## config.mk

```make
export PLATFORM = sky130hd
export DESIGN_NAME = lslf_ctrl
export DESIGN_NICKNAME = d
export VERILOG_FILES = /design/src/sv/least_squares_line_fit_assert.svh /design/src/sv/lslf_pkg.sv /design/src/sv/lslf_ctrl.sv
export SDC_FILE = /design/constraint.sdc
export NUM_CORES = 1
export LEC_CHECK = 0
export BUFFER_PORTS_ARGS = -buffer_cell sky130_fd_sc_hd__buf_2
export CAP_MARGIN = 25
export CORE_AREA = 2 2 39 41
export CTS_CLUSTER_DIAMETER = 100
export CTS_CLUSTER_SIZE = 14
export DETAILED_ROUTE_END_ITERATION = 8
export DIE_AREA = 0 0 41 43
export GPL_TIMING_DRIVEN = 1
export PLACE_DENSITY = 0.71
export SLEW_MARGIN = 10
export SYNTH_ARGS = -nofsm -noshare
export SYNTH_HDL_FRONTEND = slang
export SYNTH_SLANG_ARGS = --single-unit
```

## constraint.sdc

```tcl
create_clock -name clk_i -period 1.55 [get_ports clk_i]
set_input_delay 0.2325 -clock clk_i [delete_from_list [all_inputs] [get_ports clk_i]]
set_output_delay 0.2325 -clock clk_i [all_outputs]
set_load 0.01 [all_outputs]
```

## src/sv/least_squares_line_fit_assert.svh

```systemverilog
// Assertion macros used by the least-squares line fit top level
`ifndef LEAST_SQUARES_LINE_FIT_ASSERT_SVH
`define LEAST_SQUARES_LINE_FIT_ASSERT_SVH

// Check that cons holds in the same cycle as ante
`define LSLF_ASSERT_IMPLIES(lbl, clk, rstn, ante, cons) \
  lbl: assert property (@(posedge clk) disable iff (!(rstn)) (ante) |-> (cons)) \
    else $error("lslf: same-cycle check failed");

// Check that cons holds in the cycle after ante
`define LSLF_ASSERT_NEXT(lbl, clk, rstn, ante, cons) \
  lbl: assert property (@(posedge clk) disable iff (!(rstn)) (ante) |=> (cons)) \
    else $error("lslf: next-cycle check failed");

`endif

```

## src/sv/lslf_pkg.sv

```systemverilog
// Shared constants, codes and controller/datapath types of the line fit
`timescale 1ns / 1ps
`default_nettype none

package lslf_pkg;

  // Parameter defaults
  localparam int SAMPLE_WIDTH_DEF = 16;
  localparam int FRAC_BITS_DEF    = 8;
  localparam int COUNT_WIDTH_DEF  = 20;

  // Fixed widths of sums, solver words and results
  localparam int SUM_LIN_W = 40;
  localparam int SUM_SQ_W  = 64;
  localparam int OPND_W    = 64;
  localparam int HALF_W    = OPND_W / 2;
  localparam int WIDE_W    = 128;
  localparam int RES_W     = 32;
  localparam int OUT_FRAC  = 16;

  // Sequential multiplier: four partial products, then sign fix
  localparam int MUL_CNT_W = 3;
  localparam logic [MUL_CNT_W-1:0] MUL_PP_STEPS  = MUL_CNT_W'(4);
  localparam logic [MUL_CNT_W-1:0] MUL_LAST_STEP = MUL_CNT_W'(5);

  // Restoring divider: one quotient bit per cycle
  localparam int DIV_CNT_W = $clog2(WIDE_W);
  localparam logic [DIV_CNT_W-1:0] DIV_LAST_STEP = DIV_CNT_W'(WIDE_W - 1);

  // Product select codes, in solve order
  localparam int PROD_SEL_W = 3;
  typedef logic [PROD_SEL_W-1:0] prod_sel_t;
  localparam prod_sel_t PROD_DET_A = 3'd0;  // n * Sxx
  localparam prod_sel_t PROD_DET_B = 3'd1;  // Sx * Sx
  localparam prod_sel_t PROD_NA_A  = 3'd2;  // Sy * Sxx
  localparam prod_sel_t PROD_NA_B  = 3'd3;  // Sx * Sxy
  localparam prod_sel_t PROD_NB_A  = 3'd4;  // n * Sxy
  localparam prod_sel_t PROD_NB_B  = 3'd5;  // Sx * Sy

  // Divider result destination
  localparam logic PICK_INTERCEPT = 1'b0;
  localparam logic PICK_SLOPE     = 1'b1;

  // Commands from the controller
  typedef struct packed {
    logic      take;       // sample request accepted this cycle
    logic      mul_start;
    prod_sel_t sel;
    logic      res_clear;
    logic      div_start;
    logic      div_pick;
    logic      out_load;   // load output register and clear the sums
  } cmd_t;

  // Status back to the controller
  typedef struct packed {
    logic mul_done;
    logic div_done;
    logic det_zero;
    logic out_free;
  } stat_t;

endpackage

`default_nettype wire

```

## src/sv/lslf_ctrl.sv

```systemverilog
// Controller: sample intake, solve sequencing and result hand-off
`timescale 1ns / 1ps
`default_nettype none

module lslf_ctrl (
  input  logic             clk_i,
  input  logic             rst_ni,
  input  logic             s_valid_i,
  input  logic             s_last_i,
  output logic             s_ready_o,
  input  lslf_pkg::stat_t  stat_i,
  output lslf_pkg::cmd_t   cmd_o
);
  import lslf_pkg::*;

  localparam logic [3:0] ST_ACC        = 4'd0;
  localparam logic [3:0] ST_DRAIN      = 4'd1;
  localparam logic [3:0] ST_MUL        = 4'd2;
  localparam logic [3:0] ST_MUL_WAIT   = 4'd3;
  localparam logic [3:0] ST_CHECK      = 4'd4;
  localparam logic [3:0] ST_DIV_A      = 4'd5;
  localparam logic [3:0] ST_DIV_A_WAIT = 4'd6;
  localparam logic [3:0] ST_DIV_B      = 4'd7;
  localparam logic [3:0] ST_DIV_B_WAIT = 4'd8;
  localparam logic [3:0] ST_OUT        = 4'd9;

  logic [3:0] state_q, state_d;
  prod_sel_t  sel_q, sel_d;

  assign s_ready_o = (state_q == ST_ACC);

  always_comb begin
    state_d = state_q;
    sel_d   = sel_q;
    cmd_o   = '0;
    cmd_o.sel = sel_q;
    unique case (state_q)
      // Take sample requests until the last one of the set
      ST_ACC: begin
        cmd_o.take = s_valid_i;
        if (s_valid_i && s_last_i) state_d = ST_DRAIN;
      end
      // Let the last products reach the sums
      ST_DRAIN: begin
        sel_d   = PROD_DET_A;
        state_d = ST_MUL;
      end
      ST_MUL: begin
        cmd_o.mul_start = 1'b1;
        state_d         = ST_MUL_WAIT;
      end
      ST_MUL_WAIT: begin
        if (stat_i.mul_done) begin
          if (sel_q == PROD_NB_B) begin
            state_d = ST_CHECK;
          end else begin
            sel_d   = sel_q + 1'b1;
            state_d = ST_MUL;
          end
        end
      end
      // Skip the divides on a zero determinant
      ST_CHECK: begin
        cmd_o.res_clear = 1'b1;
        state_d = stat_i.det_zero ? ST_OUT : ST_DIV_A;
      end
      ST_DIV_A: begin
        cmd_o.div_start = 1'b1;
        cmd_o.div_pick  = PICK_INTERCEPT;
        state_d         = ST_DIV_A_WAIT;
      end
      ST_DIV_A_WAIT: begin
        cmd_o.div_pick = PICK_INTERCEPT;
        if (stat_i.div_done) state_d = ST_DIV_B;
      end
      ST_DIV_B: begin
        cmd_o.div_start = 1'b1;
        cmd_o.div_pick  = PICK_SLOPE;
        state_d         = ST_DIV_B_WAIT;
      end
      ST_DIV_B_WAIT: begin
        cmd_o.div_pick = PICK_SLOPE;
        if (stat_i.div_done) state_d = ST_OUT;
      end
      // Hand the result over once the output register is free
      ST_OUT: begin
        if (stat_i.out_free) begin
          cmd_o.out_load = 1'b1;
          state_d        = ST_ACC;
        end
      end
      default: state_d = ST_ACC;
    endcase
  end

  always_ff @(posedge clk_i or negedge rst_ni) begin
    if (!rst_ni) begin
      state_q <= ST_ACC;
      sel_q   <= PROD_DET_A;
    end else begin
      state_q <= state_d;
      sel_q   <= sel_d;
    end
  end

endmodule

`default_nettype wire

```

After elaboration in Yosys (flattened, before gate mapping) --
Cells that the tools add are included.
Operators by class: add/sub/neg operators 1, eq/ne operators 16, multiplexer cells 18, reduce and logical (&&, ||, !) cells 7
Operator list (number):
- $pmux W4 S10 | 1
- $mux W4 | 6
- $eq A4 B3 Y1 const B | 4
- $ne A2 B2 Y1 const B | 5
- $mux W3 | 3
- $eq A4 B2 Y1 const B | 2
- $eq A4 B4 Y1 const B | 2
- $mux W1 | 7
- $pmux W3 S2 | 1
- $reduce_and A5 Y1 | 1
- $eq A4 B1 Y1 const B | 1
- $logic_not A4 Y1 | 1
- $reduce_or A2 Y1 | 2
- $add A3 B1 Y3 const B | 1
- $eq A3 B3 Y1 const B | 1
- $reduce_and A3 Y1 | 1
- $ne A2 B1 Y1 const B | 1
- $reduce_bool A2 Y1 | 1
- $logic_and A1 B1 Y1 | 1
Word-level totals: bits in registers 7, bits of input ports 8, output and inout port bits 10, word-level logic and storage cells 44

Logic depth before layout (Yosys ltp) --
word-level depth 4, gate-level depth with buffers 6, depth with buffers taken out 6

Worst setup path after synthesis --
OpenSTA, ideal clock, no wires.
path type register to output, start point register state_q[1], end point output port cmd_o[8] (netlist bit), arrival 1.153 ns, required time 1.317 ns, path slack 0.164 ns, cell stages (with the launch flop) 4, path buffers 1, cell sequence dfrtp_1 buf_6 nor4_2 and2_1
RTL lines:
- from (decl) | RTL line lslf_ctrl.sv:27 | logic [3:0] state_q, state_d;
- from (signal assigned) | RTL line lslf_ctrl.sv:101 | state_q <= state_d;
- to (decl) | RTL line lslf_ctrl.sv:12 | output lslf_pkg::cmd_t cmd_o

==> results.toml <==
[logic_synthesis]
synth-seq-cells = 7
synth_cells = 67
ys_seq_area_frac = 0.291
yosys-top-cells-area = "dfrtp_1, buf_6, a21oi_1"
synth_top_area_cell = "dfrtp_1"
synth.distinct_cells = 32
synth.avg_cell_area_sq_um = 8.98
synth_area_sq_um = 602
synth_warnings = 0
synth_top_area_share = 0.291
syn-num-nets = 77

[worst_setup_path]
end_kind = "output pin"
critPathBufInv = 1
critical_path_cell_count = 3
critical_path.max_stage_delay_ns = 0.47
arrival_ns = 1.36
worstRegToRegCells = 5
crit_path_start_kind = "flip-flop"
worstPathMaxFanout = 6
path_delay_family = "simple AND/OR/NAND/NOR gates"
crit_chain = "nor4_4 > and2_4 > buf_6"
path_class = "flip-flop to output pin"
worstPathRequired_ns = 1.32
cpMaxStageDelayCell = "dfrtp_2"

[power_and_ir_drop]
power_density_nw_per_um2 = 1660
leakage_nw = 0.399
peakVddDrop_v = 0.000757
finalPower_mw = 1.44

[clocking]
cts_buffer_depth = 2
htreeDepth = 1
root_buffer = "clkbuf_4"
insertion_delay_ns = 0.25
cts_buffers = 3
cts.reportedPaths.clkPinSlew_ns = 0.06
clock_sinks = 7
cts_tree = "done"

[grt]
grt_max_degree = 12
overflow = 0
grt_pass1_vias = 530
grt_pass1_wl_um = 2230
track_usage = 0.188
grt_antenna_before_repair = 0

[routing]
drt_iter0_markers = 4
routedWlPerCell_um = 13.9
drc = 0
final_antenna_net_count = 0
wirelength_um = 1620
via_count = 650
drtPass1Iterations = 4
vias_per_cell = 5.60

[job]
cap_violations = 0

[layout]
nets = 111
area_delta_synth_final_pct = 44.5
antenna_cells = 0
layout-drive-gt1-share = 0.540
final_common_cell = "buf_2"
fin_util = 0.628
layout_common_cells = "buf_2, buf_4, a21oi_1"
finalInstanceArea_sq_um = 870

[sta]
worst_pin_slew_ns = 0.263
setup_viol = 1
rsz0062_at_grt = "yes"
period_share = 1.03
slew_headroom = 0.824
whs_ns = 0.246
fin_crit_ns = 1.59
clock_skew_ns = 0.00172
slew_viol_final = 0
finalHoldViolations = 0
timing.final.ws_setup_ns = -0.0394
max_freq_ghz = 0.629

[hold_path]
hold_class = "input pin to flip-flop"
hold_depth = 2

[die]
num_io_pins = 18
initial_core_util = 0.435
fp.dieW_um = 41
rows = 14
fp.dieH_um = 43
core-area_sq_um = 1380
die_area_sq_um = 1760

[place]
place_ws_ns = 0.0672
placed_cell_area_sq_um = 706
hpwl_um = 962
port_buffers = 17
gp_congestion = 0.763

[run_status]
violations = "negative setup slack"
status = "complete, but fails checks"
-- kinds of logic after synthesis --
kind of cell	Yosys count	synth area share
multiplexers	2	0.0353
buffers and inverters	9	0.0956
flip-flops	7	0.291
AO/OA/AOI/OAI	20	0.237
AND/OR/NAND/NOR	27	0.299
adder cells (fa/ha/maj)	2	0.0416
-- flip-flops by register name (all words and copies together), names as in the netlist --
name	count
sel_q	3
state_q	4
-- where the power goes --
group          leakage, nW  internal (mW)  switching, mW  total, mW
Sequential          0.0828          0.257          0.113      0.370
Combinational        0.302          0.458          0.447      0.906
Clock               0.0150         0.0985         0.0707      0.169
-- synth_stat cells, drive strengths merged --
library cell / number
inv: 5
mux2i: 1
nor2: 5
nor2b: 1
a21oi: 6
nand2b: 3
o21ai: 3
o21bai: 1
o2111ai: 1
buf: 4
a31oi: 2
a31o: 1
and2: 2
ha: 2
o22ai: 1
nand3b: 1
o211ai: 1
dfrtp: 7
o32ai: 1
a22oi: 1
nand2: 5
mux2: 1
nor4: 2
nand4b: 1
nor3b: 3
nor3: 4
o31ai: 2
-- layer usage --
layer	vias up	track usage	part of all wire
li1	308	-	-
met5	-	0	0
met1	316	0.210	0.40
met4	0	0.0400	0.0025
met2	24	0.325	0.55
met3	2	0.0628	0.046
-- final timing paths --
check                                 from    endpoint  slack (ns)
worst min-delay path             stat_i[2]  state_q[2]        0.25
min in group asynchronous           rst_ni    sel_q[2]        0.34
worst max-delay path            state_q[1]    cmd_o[8]       -0.04
worst min register to register    sel_q[0]    sel_q[0]        0.52
max in group asynchronous           rst_ni  state_q[2]        1.04
worst max register to register  state_q[3]  state_q[2]        0.08
-- timing repair --
item,4_1_cts,5_1_grt
setup endpoints to repair,5,5
pin swaps,0,0
hold buffers,1,0
setup buffers,3,7
endpoints found under the hold margin,7,0
gates resized for setup,5,9
-- metrics by stage --
stage	cells	setup TNS, ns
2_1_floorplan	67	0
3_3_place_gp	101	0
3_5_place_dp	101	0
4_1_cts	109	-0.00624
5_1_grt	116	-0.0885
6_report	116	-0.0394
-- final cells by class --
cell class | count | area (sq um)
Fill cell | 115 | 514
Multi-Input combinational cell | 51 | 399
Timing Repair Buffer | 33 | 225
Sequential cell | 7 | 180
Clock buffer | 4 | 26.3
Inverter | 5 | 18.8
Tap cell | 16 | 20.0
(Power assumes the default switching activity.)
